<file path="config.mk">
export PLATFORM = sky130hd
export DESIGN_NAME = tpc_queue
export DESIGN_NICKNAME = d
export VERILOG_FILES = /design/src/rtl/thermal_pixel_correction_unit_macros.svh /design/src/rtl/tpc_pkg.sv /design/src/rtl/tpc_queue.sv
export SDC_FILE = /design/constraint.sdc
export NUM_CORES = 1
export LEC_CHECK = 0
export ABC_AREA = 1
export BUFFER_PORTS_ARGS = -buffer_cell sky130_fd_sc_hd__buf_4
export CORE_ASPECT_RATIO = 2
export CORE_UTILIZATION = 45
export CTS_CLUSTER_SIZE = 12
export DETAILED_ROUTE_END_ITERATION = 10
export PLACE_DENSITY = 0.74
export SYNTH_ARGS = -nofsm -noshare
export SYNTH_HDL_FRONTEND = slang
export SYNTH_SLANG_ARGS = --single-unit
</file>
<file path="constraint.sdc">
create_clock -name clk -period 3.2 [get_ports clk]
set_input_delay 0.32 -clock clk [delete_from_list [all_inputs] [get_ports clk]]
set_output_delay 0.32 -clock clk [all_outputs]
set_load 0.005 [all_outputs]
</file>
<file path="src/rtl/thermal_pixel_correction_unit_macros.svh">
// ----------------------------------------------------------------------------
// Assertion macros for the thermal pixel correction unit
// ----------------------------------------------------------------------------
`ifndef THERMAL_PIXEL_CORRECTION_UNIT_MACROS_SVH
`define THERMAL_PIXEL_CORRECTION_UNIT_MACROS_SVH

// Same-cycle implication, disabled during reset
`define TPC_ASSERT_NOW(label, clk, rst, ante, cons) \
  label: assert property (@(posedge clk) disable iff (rst) (ante) |-> (cons)) \
    else $error("tpc assertion failed");

// Next-cycle implication, disabled during reset
`define TPC_ASSERT_NEXT(label, clk, rst, ante, cons) \
  label: assert property (@(posedge clk) disable iff (rst) (ante) |=> (cons)) \
    else $error("tpc assertion failed");

`endif

</file>
<file path="src/rtl/tpc_pkg.sv">
// ----------------------------------------------------------------------------
// tpc_pkg
// Shared types, constants and the Q15 rounding helper of the pixel corrector.
// ----------------------------------------------------------------------------
`timescale 1ns / 1ps
`default_nettype none

package tpc_pkg;

  // Planck table geometry
  localparam int TABLE_DEPTH = 65536;
  localparam int TABLE_AW    = 16;
  localparam int WORD_W      = 16;

  // Pipeline stages in the front part, decoupling queue depth
  localparam int FRONT_STAGES        = 3;
  localparam int QUEUE_DEPTH_DEFAULT = 8;

  // Configuration
  localparam logic [15:0] FLAG_REF_RESET = 16'h0a39;
  localparam logic        FLAG_REF_IDX   = 1'b0;
  localparam int          PADDR_W        = 3;

  // Commands
  localparam logic CMD_PIXEL = 1'b0;
  localparam logic CMD_TABLE = 1'b1;

  // One unit of work handed from front to back
  typedef struct packed {
    logic                cmd;
    logic [TABLE_AW-1:0] addr;
    logic [WORD_W-1:0]   data;
  } tpc_entry_t;

  // Round, double and saturate a signed 16x16 product to Q15.
  // (2ab + 2^15) >> 16 equals (ab + 2^14) >> 15; only +32768 can overflow.
  function automatic logic [WORD_W-1:0] q15_round_sat(input logic signed [31:0] prod);
    logic signed [31:0] t;
    t = prod + 32'sd16384;
    if (t[31:15] == 17'h08000) begin
      return 16'h7fff;
    end
    return t[30:15];
  endfunction

endpackage

`default_nettype wire

</file>
<file path="src/rtl/tpc_queue.sv">
// ----------------------------------------------------------------------------
// tpc_queue
// Short FIFO between the arithmetic front and the table back.
// ----------------------------------------------------------------------------
`timescale 1ns / 1ps
`default_nettype none

module tpc_queue
  import tpc_pkg::*;
#(
  parameter int DEPTH = QUEUE_DEPTH_DEFAULT
) (
  input  wire logic                     clk,
  input  wire logic                     rst,
  input  wire logic                     push,
  input  wire tpc_entry_t               push_entry,
  input  wire logic                     pop,
  output tpc_entry_t                    head,
  output logic                          empty,
  output logic [$clog2(DEPTH+1)-1:0]    count
);

  localparam int PW = (DEPTH > 1) ? $clog2(DEPTH) : 1;

  tpc_entry_t            slots [DEPTH];
  logic [PW-1:0]         wr_ptr, rd_ptr;

  // Storage
  always_ff @(posedge clk) begin
    if (push) begin
      slots[wr_ptr] <= push_entry;
    end
  end

  // Pointers and fill count
  always_ff @(posedge clk) begin
    if (rst) begin
      wr_ptr <= '0;
      rd_ptr <= '0;
      count  <= '0;
    end else begin
      if (push) begin
        wr_ptr <= (wr_ptr == PW'(DEPTH-1)) ? '0 : wr_ptr + PW'(1);
      end
      if (pop) begin
        rd_ptr <= (rd_ptr == PW'(DEPTH-1)) ? '0 : rd_ptr + PW'(1);
      end
      count <= count + ($clog2(DEPTH+1))'(push) - ($clog2(DEPTH+1))'(pop);
    end
  end

  assign head  = slots[rd_ptr];
  assign empty = (count == '0);

endmodule

`default_nettype wire

</file>
-- Word level (Yosys, flattened, before mapping)
Memories as Yosys holds them, arrays and structs flattened. A register that Yosys moved wholly into a read port is not among the register bits.
Cells that the tools add are included.
- bits of input ports: 37
- output and inout port bits: 38
- memories kept: 1
- flip-flop bits (word level): 10
- memory bits (writable): 264
- logic and storage cells: 17
- eq/ne operators: 2
- multiplexer cells: 6
- reduce and logical (&&, ||, !) cells: 1
- add/subtract/negate cells: 4
- memory list (name ; words ; width ; read ports ; clocked after Yosys merged registers in ; wr ports ; RTL line ; source):
    slots ; 8 ; 33 ; 1 ; 1 ; 1 ; tpc_queue.sv:25 ; tpc_entry_t slots [DEPTH];
- operator list (operator ; count):
    $mux 3 ; 4
    $add 3x1->3 const B ; 2
    $eq 3x3->1 const B ; 2
    $add 4x1->4 ; 1
    $logic_not 4->1 ; 1
    $sub 4x1->4 ; 1
    $mux 1 ; 2

-- Depth between registers and ports, before layout
- depth after elaboration: 4
- gate-level depth with buffers: 9
- gate-level depth less buffers: 9

-- Worst setup path after synthesis
Ideal clock, no wire load.
- path type: reg2reg
- start point: register wr_ptr[2]
- end point: memory slots[2][0] (netlist name), enable pin
- data required time: 2.777 ns
- stages on the path, launching flop included: 4
- clock period less this slack: 2.295 ns
- setup slack: 0.905 ns
- path buffers: 0
- arrival time: 1.872 ns
- cells stage by stage: dfxtp_1 -> inv_1 -> nand2_1 -> nor2_1
- RTL lines (item ; RTL line ; source):
    start: declaration ; tpc_queue.sv:26 ; logic [PW-1:0] wr_ptr, rd_ptr;
    start signal: assignment ; tpc_queue.sv:43 ; wr_ptr <= (wr_ptr == PW'(DEPTH-1)) ? '0 : wr_ptr + PW'(1);
    end: declaration ; tpc_queue.sv:25 ;
Straight into the memory's write port.

==> results.txt <==
----------------------------------------------------
[Drt]
  Vias per Instance ... 4.86
  Number of antenna-violating nets in the routed design ... 0
  First drt pass iteration count ... 5
  Post-detailed-route wirelength per cell ... 15.6 um
  DRC Markers ... 0
  Via count ... 7988
  Number of DRC markers after the initial detailed-route iteration ... 564
  Total length of routed wires ... 25600 um

[Logic synthesis]
  Distinct cells, synth ... 20
  Mean instance size in the synthesized netlist ... 9.91 um^2
  Total standard cell area after synthesis ... 0.0122 mm^2
  Share of synthesized area occupied by flip-flops and latches ... 67.4%
  Cells after synthesis ... 1226
  Syn Nets ... 1273
  Synth Register Bits ... 277
  Number of warnings printed during yosys synthesis ... 0

[GRT]
  GRT Residual Overflow ... 0
  Total track usage ... 18.8%
  Largest net degree at the start of global routing ... 133
  First-pass GRT wire length ... 40400 um
  Number of global-route vias before repair ... 8020
  Number of antenna violations at the first check in global routing ... 0

[Power and ir drop]
  Cell leakage power ... 0.00633 uW
  Peak supply drop ... 347 uV
  Pwr/cell area ... 573 mW/mm^2

[Clocking]
  Number of buffers created by CTS ... 27
  PostCTS Resize Cnt ... 0
  Clock tree from TritonCTS ... yes
  Post-CTS setup buffer count ... 0
  Source-to-sink clock delay at the later pin of the worst-skew pair ... 0.53 ns
  Clock root cell ... sky130_fd_sc_hd__clkbuf_16
  CTS Hold Buffers Added ... 0
  Clock Pin Slew Worst Setup and Hold Paths ... 0.06 ns
  Number of buffers on the longest clock path ... 3
  Total number of H-tree levels ... 1
  Number of clock sinks ... 277

[Place]
  HPWL after DPL ... 15000 um
  Area after DPL ... 0.0130 mm^2
  Port-buffer cells ... 74
  Placer's final routability congestion estimate ... 0.793

[Floorplan]
  Row cnt ... 84
  Height of the chip ... 234 um
  Effective utilization at floorplan ... 46.1%
  CORE AREA ... 0.0264 mm^2
  Overall die width ... 118 um
  IO Count ... 75
  Die area ... 0.0277 mm^2

[STA]
  Unrepaired setup endpoints after global routing ... false
  Number of hold violations in the final report ... 0
  Final sum of negative setup slack ... 0 ns
  Count of final max-slew check failures ... 0
  Actual transition at the worst max-transition pin ... 1.17 ns
  Fmax ... 380 MHz
  Relative slew margins ... 21.9%
  Final clock period utilization by the worst path ... 82.1%
  Tmin final ... 2.63 ns
  Clock Skews ... 0.00924 ns
  Final count of negative-setup-slack endpoints ... 0

[Critical path]
  Launch instance of the worst register-to-register path ... wr_ptr[0]
  Required time reported for the critical path endpoint ... 2.88 ns
  Critical Path Fanout Max ... 65
  Setup slack of the worst register-to-register path ... 1.17 ns
  Critical path endpoint category ... output pin
  Setup Crit Path Kind ... reg2out
  Critical Path End ... head[8]
  FF-to-FF path depth ... 4
  R2r endpoint ... slots[2][8]
  Signal arrival time at the worst endpoint ... 2.31 ns
  Launching element type of the critical path ... register

[Finish]
  Post-route cell area ... 0.0138 mm^2
  Final net count ... 1338
  Leading cell type in the layout, fill and taps excluded ... sky130_fd_sc_hd__nand2_1
  Leading cell types in the layout, fill and taps excluded ... 444 x sky130_fd_sc_hd__nand2_1, 280 x sky130_fd_sc_hd__inv_1, 264 x sky130_fd_sc_hd__edfxtp_1
  Fraction of layout instances using a drive strength above 1 ... 9.99%
  Antenna Cells ... 0
  Signed area change from the synthesized netlist to the final layout ... 13.5%

[Outcome]
  Status ... finished, final reports clean

[Run]
  Max-cap viol count ... 0

[Min path]
  Classification of the worst-slack hold path ... in2reg

----------------------------------------------------
==> synth_stat cells <==
cell type | count | area [um^2]
sky130_fd_sc_hd__or2_2 | 1 | 6.26
sky130_fd_sc_hd__nor2_1 | 17 | 63.8
sky130_fd_sc_hd__clkbuf_1 | 9 | 33.8
sky130_fd_sc_hd__o21ai_0 | 2 | 10.0
sky130_fd_sc_hd__buf_1 | 3 | 11.3
sky130_fd_sc_hd__edfxtp_1 | 264 | 7930
sky130_fd_sc_hd__nand2_1 | 444 | 1670
sky130_fd_sc_hd__inv_2 | 1 | 3.75
sky130_fd_sc_hd__o21a_1 | 1 | 7.51
sky130_fd_sc_hd__buf_6 | 10 | 113
sky130_fd_sc_hd__buf_4 | 2 | 15.0
sky130_fd_sc_hd__a21oi_1 | 6 | 30.0
sky130_fd_sc_hd__xnor2_1 | 1 | 8.76
sky130_fd_sc_hd__inv_1 | 281 | 1050
sky130_fd_sc_hd__ha_1 | 9 | 113
sky130_fd_sc_hd__fa_1 | 1 | 20.0
sky130_fd_sc_hd__nand3_1 | 134 | 671
sky130_fd_sc_hd__inv_4 | 1 | 6.26
sky130_fd_sc_hd__dfxtp_1 | 13 | 260
sky130_fd_sc_hd__buf_2 | 26 | 130
==> worst max-delay path: stages (launching register included) <==
cell	delay, ns
sky130_fd_sc_hd__dfxtp_4	0.36
sky130_fd_sc_hd__inv_4	0.47
sky130_fd_sc_hd__buf_4	0.40
sky130_fd_sc_hd__nand2_1	0.10
sky130_fd_sc_hd__nand3_1	0.07
sky130_fd_sc_hd__nand2_1	0.06
sky130_fd_sc_hd__nand2_1	0.06
sky130_fd_sc_hd__nand2_1	0.10
sky130_fd_sc_hd__buf_4	0.15
==> worst min-delay path by stage <==
stage,start,end,cells after the start
finish,rst,count[2],2
CTS,rst,count[2],2
detailed placement,wr_ptr[0],wr_ptr[0],2
global placement,rd_ptr[1],register,2
global route,rst,count[0],2
floorplan,rst,wr_ptr[1],1
==> power breakdown <==
part           internal [uW]  switching [uW]
clock network           1630            1230
registers               4090            34.7
logic                    345             571
==> routing by layer <==
layer  part of all wire, %  up-vias  global-route usage, %
met5                     0        -                      0
met1                    38     3806                   20.7
met4                   2.9        0                   7.93
met3                   4.4       50                   2.09
li1                      -     3913                      -
met2                    54      219                   36.3
==> cell families (layout without fill, tap and decap cells) <==
| logic type | Yosys count | count (layout) | share of synthesized area [%] |
|---|---|---|---|
| xor+xnor | 1 | 1 | 0.0721 |
| fa+ha+maj | 10 | 10 | 1.09 |
| flops | 277 | 277 | 67.4 |
| simple gates | 596 | 596 | 19.8 |
| compound gates | 9 | 9 | 0.391 |
| buf+inv | 333 | 408 | 11.3 |
==> layout make-up <==
cell class                      instances  area, um^2
Clock buffer                           37         723
Clock inverter                          2        37.5
Fill cell                            2218       12600
Inverter                              283        1060
Multi-Input combinational cell        616        2660
Sequential cell                       277        8190
Tap cell                              344         430
Timing Repair Buffer                   86         683
==> metrics by stage <==
| stage | setup WS, ns | util, % | hold slack, ns | instances | power, uW |
|---|---|---|---|---|---|
| 2_1_floorplan | 0.905 | - | 0.389 | 1226 | 4730 |
| 3_3_place_gp | 1.08 | 49.4 | 0.478 | 1606 | 5100 |
| 3_5_place_dp | 1.07 | 49.4 | 0.491 | 1606 | 5120 |
| 4_1_cts | 0.536 | 52.3 | 0.00784 | 1645 | 7960 |
| 5_1_grt | 0.430 | 52.3 | 0.0150 | 1645 | 8190 |
| 6_report | 0.572 | 52.3 | 0.0144 | 1645 | 7900 |
==> sequential cells by signal (all words and copies together), names as in the netlist, named ones only <==
signal  cells
slots     264
rd_ptr      3
wr_ptr      3
count       4
Note: power is estimated with default switching activity, not from simulation.
