## config.mk

```make
export PLATFORM = sky130hd
export DESIGN_NAME = tpc_front
export DESIGN_NICKNAME = d
export VERILOG_FILES = /design/src/rtl/thermal_pixel_correction_unit_macros.svh /design/src/rtl/tpc_pkg.sv /design/src/rtl/tpc_front.sv
export SDC_FILE = /design/constraint.sdc
export NUM_CORES = 2
export LEC_CHECK = 0
export ABC_AREA = 1
export BUFFER_PORTS_ARGS = -buffer_cell sky130_fd_sc_hd__buf_2
export CELL_PAD_IN_SITES_DETAIL_PLACEMENT = 2
export CELL_PAD_IN_SITES_GLOBAL_PLACEMENT = 2
export CORE_MARGIN = 2
export CORE_UTILIZATION = 26
export CTS_CLUSTER_SIZE = 24
export DETAILED_ROUTE_END_ITERATION = 10
export GPL_TIMING_DRIVEN = 1
export HOLD_SLACK_MARGIN = 0.05
export PLACE_DENSITY_LB_ADDON = 0.1
export SKIP_CTS_REPAIR_TIMING = 1
export SYNTH_ARGS = -nofsm -noshare
export SYNTH_HDL_FRONTEND = slang
export SYNTH_SLANG_ARGS = --single-unit
```

## constraint.sdc

```tcl
create_clock -name clk -period 7.25 [get_ports clk]
set_input_delay 0.3625 -clock clk [delete_from_list [all_inputs] [get_ports clk]]
set_output_delay 0.3625 -clock clk [all_outputs]
set_load 0.02 [all_outputs]
```

## src/rtl/thermal_pixel_correction_unit_macros.svh

```systemverilog
// ----------------------------------------------------------------------------
// Assertion macros for the thermal pixel correction unit
// ----------------------------------------------------------------------------
`ifndef THERMAL_PIXEL_CORRECTION_UNIT_MACROS_SVH
`define THERMAL_PIXEL_CORRECTION_UNIT_MACROS_SVH

// Same-cycle implication, disabled during reset
`define TPC_ASSERT_NOW(label, clk, rst, ante, cons) \
  label: assert property (@(posedge clk) disable iff (rst) (ante) |-> (cons)) \
    else $error("tpc assertion failed");

// Next-cycle implication, disabled during reset
`define TPC_ASSERT_NEXT(label, clk, rst, ante, cons) \
  label: assert property (@(posedge clk) disable iff (rst) (ante) |=> (cons)) \
    else $error("tpc assertion failed");

`endif

```

## src/rtl/tpc_pkg.sv

```systemverilog
// ----------------------------------------------------------------------------
// tpc_pkg
// Shared types, constants and the Q15 rounding helper of the pixel corrector.
// ----------------------------------------------------------------------------
`timescale 1ns / 1ps
`default_nettype none

package tpc_pkg;

  // Planck table geometry
  localparam int TABLE_DEPTH = 65536;
  localparam int TABLE_AW    = 16;
  localparam int WORD_W      = 16;

  // Pipeline stages in the front part, decoupling queue depth
  localparam int FRONT_STAGES        = 3;
  localparam int QUEUE_DEPTH_DEFAULT = 8;

  // Configuration
  localparam logic [15:0] FLAG_REF_RESET = 16'h0a39;
  localparam logic        FLAG_REF_IDX   = 1'b0;
  localparam int          PADDR_W        = 3;

  // Commands
  localparam logic CMD_PIXEL = 1'b0;
  localparam logic CMD_TABLE = 1'b1;

  // One unit of work handed from front to back
  typedef struct packed {
    logic                cmd;
    logic [TABLE_AW-1:0] addr;
    logic [WORD_W-1:0]   data;
  } tpc_entry_t;

  // Round, double and saturate a signed 16x16 product to Q15.
  // (2ab + 2^15) >> 16 equals (ab + 2^14) >> 15; only +32768 can overflow.
  function automatic logic [WORD_W-1:0] q15_round_sat(input logic signed [31:0] prod);
    logic signed [31:0] t;
    t = prod + 32'sd16384;
    if (t[31:15] == 17'h08000) begin
      return 16'h7fff;
    end
    return t[30:15];
  endfunction

endpackage

`default_nettype wire

```

## src/rtl/tpc_front.sv

```systemverilog
// ----------------------------------------------------------------------------
// tpc_front
// Accepts items and runs the correction arithmetic in three stages.
// ----------------------------------------------------------------------------
`timescale 1ns / 1ps
`default_nettype none

module tpc_front
  import tpc_pkg::*;
(
  input  wire logic                clk,
  input  wire logic                rst,
  input  wire logic                accept,
  input  wire logic                command,
  input  wire logic [15:0]         raw_sample,
  input  wire logic [15:0]         dark_level,
  input  wire logic signed [15:0]  gain_q15,
  input  wire logic signed [15:0]  emissivity_q15,
  input  wire logic [15:0]         pixel_offset,
  input  wire logic [15:0]         table_index,
  input  wire logic [15:0]         table_value,
  input  wire logic [15:0]         flag_reference,
  output logic                     push,
  output tpc_entry_t               push_entry,
  output logic [$clog2(FRONT_STAGES+1)-1:0] inflight
);

  // Stage valid bits
  logic s0_valid, s1_valid, s2_valid;

  // Stage payloads
  logic               s0_cmd, s1_cmd, s2_cmd;
  logic signed [15:0] s0_diff, s0_gain, s0_emis, s1_emis;
  logic [15:0]        s0_offset, s1_offset, s2_offset;
  logic [15:0]        s0_tidx, s1_tidx, s2_tidx;
  logic [15:0]        s0_tval, s1_tval, s2_tval;
  logic signed [31:0] s1_prod, s2_prod;
  logic [15:0]        corrected;

  // Valid chain
  always_ff @(posedge clk) begin
    if (rst) begin
      s0_valid <= 1'b0;
      s1_valid <= 1'b0;
      s2_valid <= 1'b0;
    end else begin
      s0_valid <= accept;
      s1_valid <= s0_valid;
      s2_valid <= s1_valid;
    end
  end

  // Stage 0: capture, dark subtraction with wrap
  always_ff @(posedge clk) begin
    if (accept) begin
      s0_cmd    <= command;
      s0_diff   <= raw_sample - dark_level;
      s0_gain   <= gain_q15;
      s0_emis   <= emissivity_q15;
      s0_offset <= pixel_offset;
      s0_tidx   <= table_index;
      s0_tval   <= table_value;
    end
  end

  // Stage 1: gain product
  always_ff @(posedge clk) begin
    s1_cmd    <= s0_cmd;
    s1_prod   <= s0_diff * s0_gain;
    s1_emis   <= s0_emis;
    s1_offset <= s0_offset;
    s1_tidx   <= s0_tidx;
    s1_tval   <= s0_tval;
  end

  // Stage 2: round the gain product, emissivity product
  always_ff @(posedge clk) begin
    s2_cmd    <= s1_cmd;
    s2_prod   <= $signed(q15_round_sat(s1_prod)) * s1_emis;
    s2_offset <= s1_offset;
    s2_tidx   <= s1_tidx;
    s2_tval   <= s1_tval;
  end

  // Round, add flag reference and pixel offset (wrapping)
  assign corrected = q15_round_sat(s2_prod) + flag_reference + s2_offset;

  // Hand over to the queue
  assign push            = s2_valid;
  assign push_entry.cmd  = s2_cmd;
  assign push_entry.addr = (s2_cmd == CMD_TABLE) ? s2_tidx : corrected;
  assign push_entry.data = s2_tval;

  assign inflight = ($clog2(FRONT_STAGES+1))'(s0_valid)
                  + ($clog2(FRONT_STAGES+1))'(s1_valid)
                  + ($clog2(FRONT_STAGES+1))'(s2_valid);

endmodule

`default_nettype wire

```

* Word level (Yosys, flattened, before mapping) *
Index checks and enable logic that the tools add are counted.

operators by class
  add/subtract/negate cells = 7
  eq/ne operators = 2
  $mul = 2
  multiplexer cells = 7

operators by type and width
  cell                      count
  $mux W16                  5
  $add A32 B16 Y32 const B  2
  $mul A16 B16 Y32          2
  $eq A17 B16 Y1 const B    2
  $add A16 B16 Y16          2
  $sub A16 B16 Y16          1
  $add A1 B1 Y2             1
  $add A2 B1 Y2             1
  $mux W1                   2

storage, ports and cells
  output and inout port bits = 36
  word-level logic and storage cells = 39
  bits in registers = 278
  input bits = 132

* Longest topological paths before layout *
  depth after elaboration = 7
  gate-level depth with buffers = 38
  gate-level depth less buffers = 37

* Worst setup path before layout *
No wires, ideal clock.

  path type = register -> register
  start point = reg s1_prod[15]
  end point = reg s2_prod[30]
  slack = 0.584 ns
  data required time = 7.138 ns
  stages on the path, launching flop included = 30
  buffers on the path = 1
  setup time = 0.112 ns
  data arrival time = 6.553 ns
  clock period less this slack = 6.666 ns
  cells stage by stage = dfxtp_1 -> ha_1 -> nand3_2 -> nor2_2 -> nand3_1 -> nand2_1 -> nand2_1 -> nor2_2 -> nand2_2 -> nor2_4 -> nand2_4 -> nand2_1 -> clkbuf_1 -> nor2_1 -> fa_1 -> fa_1 -> fa_1 -> fa_1 -> fa_1 -> inv_1 -> fa_1 -> inv_1 -> ha_1 -> a21oi_1 -> o21a_1 -> nor2_1 -> a2111oi_0 -> nand2_1 -> nand2_1 -> nand2_1

between the ends
  longest elaborated chain between the ends = 5

RTL lines
  what                      line             source
  start: declaration        tpc_front.sv:37  logic signed [31:0] s1_prod, s2_prod;
  start signal: assignment  tpc_front.sv:69  s1_prod <= s0_diff * s0_gain;
  $add A32 B16 Y32 (*)      tpc_pkg.sv:39    t = prod + 32'sd16384;
  $eq A17 B16 Y1            tpc_pkg.sv:40    if (t[31:15] == 17'h08000) begin
  $mux W1                   tpc_pkg.sv:40
  $mux W16 (*)              tpc_pkg.sv:43    return t[30:15];
  $mul A16 B16 Y32 (*)      tpc_front.sv:79  s2_prod <= $signed(q15_round_sat(s1_prod)) * s1_emis;
  end signal: assignment    tpc_front.sv:79
  end: declaration          tpc_front.sv:37

Mark *: on every way between the ends. The rest lies on a longest branch, timed or not.
A chain may end at the register's enable or synchronous reset.

* Worst setup path in the final report *
  start point = reg s1_prod[15]
  end point = reg s2_prod[28]

Same word-level chain as after synthesis.

==> flow_metrics.tcl <==
set metrics [dict create \
    maxSlewViolCount 0 \
    area_growth_pct 18.9 \
    rsz0062_at_grt "yes" \
    hold_path_class "primary input to flip-flop" \
    rows 121 \
    io-pin-count 168 \
    slowest_delay_ns 0.53 \
    drtIter0Drc 552 \
    ys.flop_type "dfxtp_1" \
    drc 0 \
    cp-start-kind "flip-flop" \
    cts_buffers 31 \
    synthCells 3217 \
    period_needed_ns 6.92 \
    place_congestion 0.848 \
    synth_cell_types 49 \
    clk_pin_slew_ns 0.07 \
    synth_edf_count 97 \
    setup_viol 0 \
    antenna_cells 0 \
    coreArea_um2 109000 \
    met3_length_um 1530 \
    path_delay_family "adder cells" \
    die_w_um 336 \
    grt_max_degree 51 \
    drive_gt1_share_pct 13.2 \
    antenna_found_initial 1 \
    criticalPathCategory "flip-flop to flip-flop" \
    wire_per_inst_um 19.0 \
    crit_buf_inv 8 \
    worstPathMaxFanout 6 \
    crit_required_ns 7.74 \
    met2_wirelength_um 51600 \
    ys.warnings.count 0 \
    crit_top_cell "inv_1" \
    start_util_pct 26.3 \
    numPortBuffers 167 \
    grt_pass1_vias 25500 \
    slew_headroom_pct 41.0 \
    final_area_um2 34100 \
    tritoncts "yes" \
    clk_latency_ns 0.63 \
    ant_nets 0 \
    ctsLongestPathBuffers 3 \
    clkSinkCount 250 \
    overflow 0 \
    avgViaCountPerCell 4.30 \
    cp-startpoint "s1_prod[15]" \
    die_y_um 336 \
    syn_nets 4078 \
    maxCapViolations 0 \
    rr_startpoint "s1_prod[15]" \
    endpoint_kind "flip-flop" \
    synth_area_um2 28600 \
    num_vias 21400 \
    wl_um 94600 \
    slowest_stage "fa_2" \
    worst_clock_skew_ns 0.0371 \
    final_nets 4391 \
    first_pass_iters 4 \
    maxUsedRoutingLayer "met4" \
    grt_usage_pct 16.9 \
    yosysSeqAreaShare_pct 20.9 \
    reg.largest.list "s1_prod x18, s2_prod x18" \
    grt_pass1_wl_um 147000 \
    place_area_um2 31600 \
    pre_cts_slack_ns -0.227 \
    hold_violations 0 \
    min-delay-start "dark_level[0]" \
    fmax_ghz 0.144 \
    die-area_um2 113000 \
    dp.cells 4810 \
    syn_area_per_cell_um2 8.90 \
    setup_slack_ns 0.328 \
    worst_pin_slew_ns 0.885 \
    h-tree-depth 1 \
    period_share_pct 95.5 \
    status "completed" \
    wl_met1_um 39500 \
    place_hpwl_um 81200 \
    arrival_ns 7.41 \
    async_reset_ff_share_pct 0 \
    root_buffer "clkbuf_16" \
    final_cell_count_no_fill 4969 \
    ys_ff_latch 250 \
    holdWs_ns 0.122 \
]
[cells in the mapped netlist (2+ instances only)]
cell type  count  area [µm²]
nand2_2        8        50.1
a21o_1         2        15.0
nor2_4         3        33.8
o2111ai_1      2        17.5
xnor2_1       32         280
nor3_1        15        75.1
buf_2          2        10.0
o21ai_0       58         290
nor2_2         9        56.3
clkbuf_1      68         255
o21bai_1       3        22.5
nand3_1       52         260
o21ai_1        3        15.0
nor2_1       230         863
nand2_1      623        2340
a311oi_1       3        26.3
fa_1         540       10800
inv_1        888        3330
a21oi_1       93         465
xor2_1        53         464
o21a_1         9        67.6
dfxtp_1      153        3060
nand4_1       16         100
buf_1          3        11.3
o31ai_1        2        15.0
nand3_2        3        30.0
or2_2         16         100
edfxtp_1      97        2910
a21boi_0       3        22.5
clkinv_1       7        26.3
ha_1         189        2360
a31oi_1        8        50.1
and2_1         2        12.5
nor4_1         4        25.0
a211oi_1       4        30.0
[cells in the final DEF (no fill, tap or decap), types with 5 or more instances in the layout]
cell type / Yosys / final
a21oi_1: 93 / 84
a21oi_2: 1 / 9
a31oi_1: 8 / 7
buf_2: 2 / 166
buf_4: 1 / 96
buf_6: 0 / 7
clkbuf_16: 0 / 32
clkinv_1: 7 / 5
clkinv_2: 0 / 9
clkinvlp_4: 0 / 7
dfxtp_1: 153 / 145
dfxtp_2: 0 / 7
dlygate4sd3_1: 0 / 82
edfxtp_1: 97 / 97
fa_1: 540 / 532
fa_2: 0 / 8
ha_1: 189 / 185
inv_1: 888 / 881
inv_2: 1 / 6
nand2_1: 623 / 601
nand2_2: 8 / 22
nand2_4: 1 / 9
nand3_1: 52 / 52
nand4_1: 16 / 16
nor2_1: 230 / 210
nor2_2: 9 / 21
nor2_4: 3 / 11
nor3_1: 15 / 13
o21a_1: 9 / 9
o21ai_0: 58 / 52
o21ai_1: 3 / 6
or2_2: 16 / 16
xnor2_1: 32 / 31
xor2_1: 53 / 51
[layer usage]
layer / GRT usage, % / up-vias
met3: 1.31 / 73
met5: 0 / -
met4: 3.13 / 0
met1: 20.0 / 11100
li1: - / 9999
met2: 33.2 / 162
[cell families (layout without fill, tap and decap cells)]
| family | Yosys count | in the layout | synth area share, % |
|---|---|---|---|
| adder cells (fa/ha/maj) | 729 | 729 | 46.0 |
| XOR/XNOR | 85 | 85 | 2.60 |
| AND/OR/NAND/NOR | 985 | 986 | 13.9 |
| buffers and inverters | 970 | 1307 | 12.7 |
| flip-flops | 250 | 250 | 20.9 |
| AO/OA/AOI/OAI | 198 | 198 | 3.88 |
[worst register-to-register path: cells and delay by family (launching register included)]
kind            cells  cell delay [ns]
compound gates      4             0.89
fa+ha+maj           7             3.17
buf+inv             8             0.83
flops               1             0.35
simple gates       14             1.56
[per-stage QoR]
stage,util (%),setup TNS [ns]
global route,31.3,-0.359
floorplan,-,0
CTS,29.9,-0.847
global placement,29.0,-0.250
detailed placement,29.0,-0.804
finish,31.3,0
[worst paths after layout]
check / to / slack [ns] / cells past startpoint
setup / recovery: s2_prod[28] / 0.33 / 33
hold / removal: s0_diff[0] / 0.12 / 3
hold reg to reg: s2_tidx[5] / 0.31 / 0
setup reg to reg: s2_prod[28] / 0.33 / 33
[cell type report]
type	count	area, µm²
Fill cell	12300	74900
Clock inverter	20	170
Inverter	896	3390
Tap cell	1414	1770
Multi-Input combinational cell	1998	19400
Clock buffer	38	853
Sequential cell	250	5990
Timing Repair Buffer	353	2490
Power is left out: the tool's default activity adds up to more than one toggle a clock period on the data nets, which glitch-free logic cannot reach.
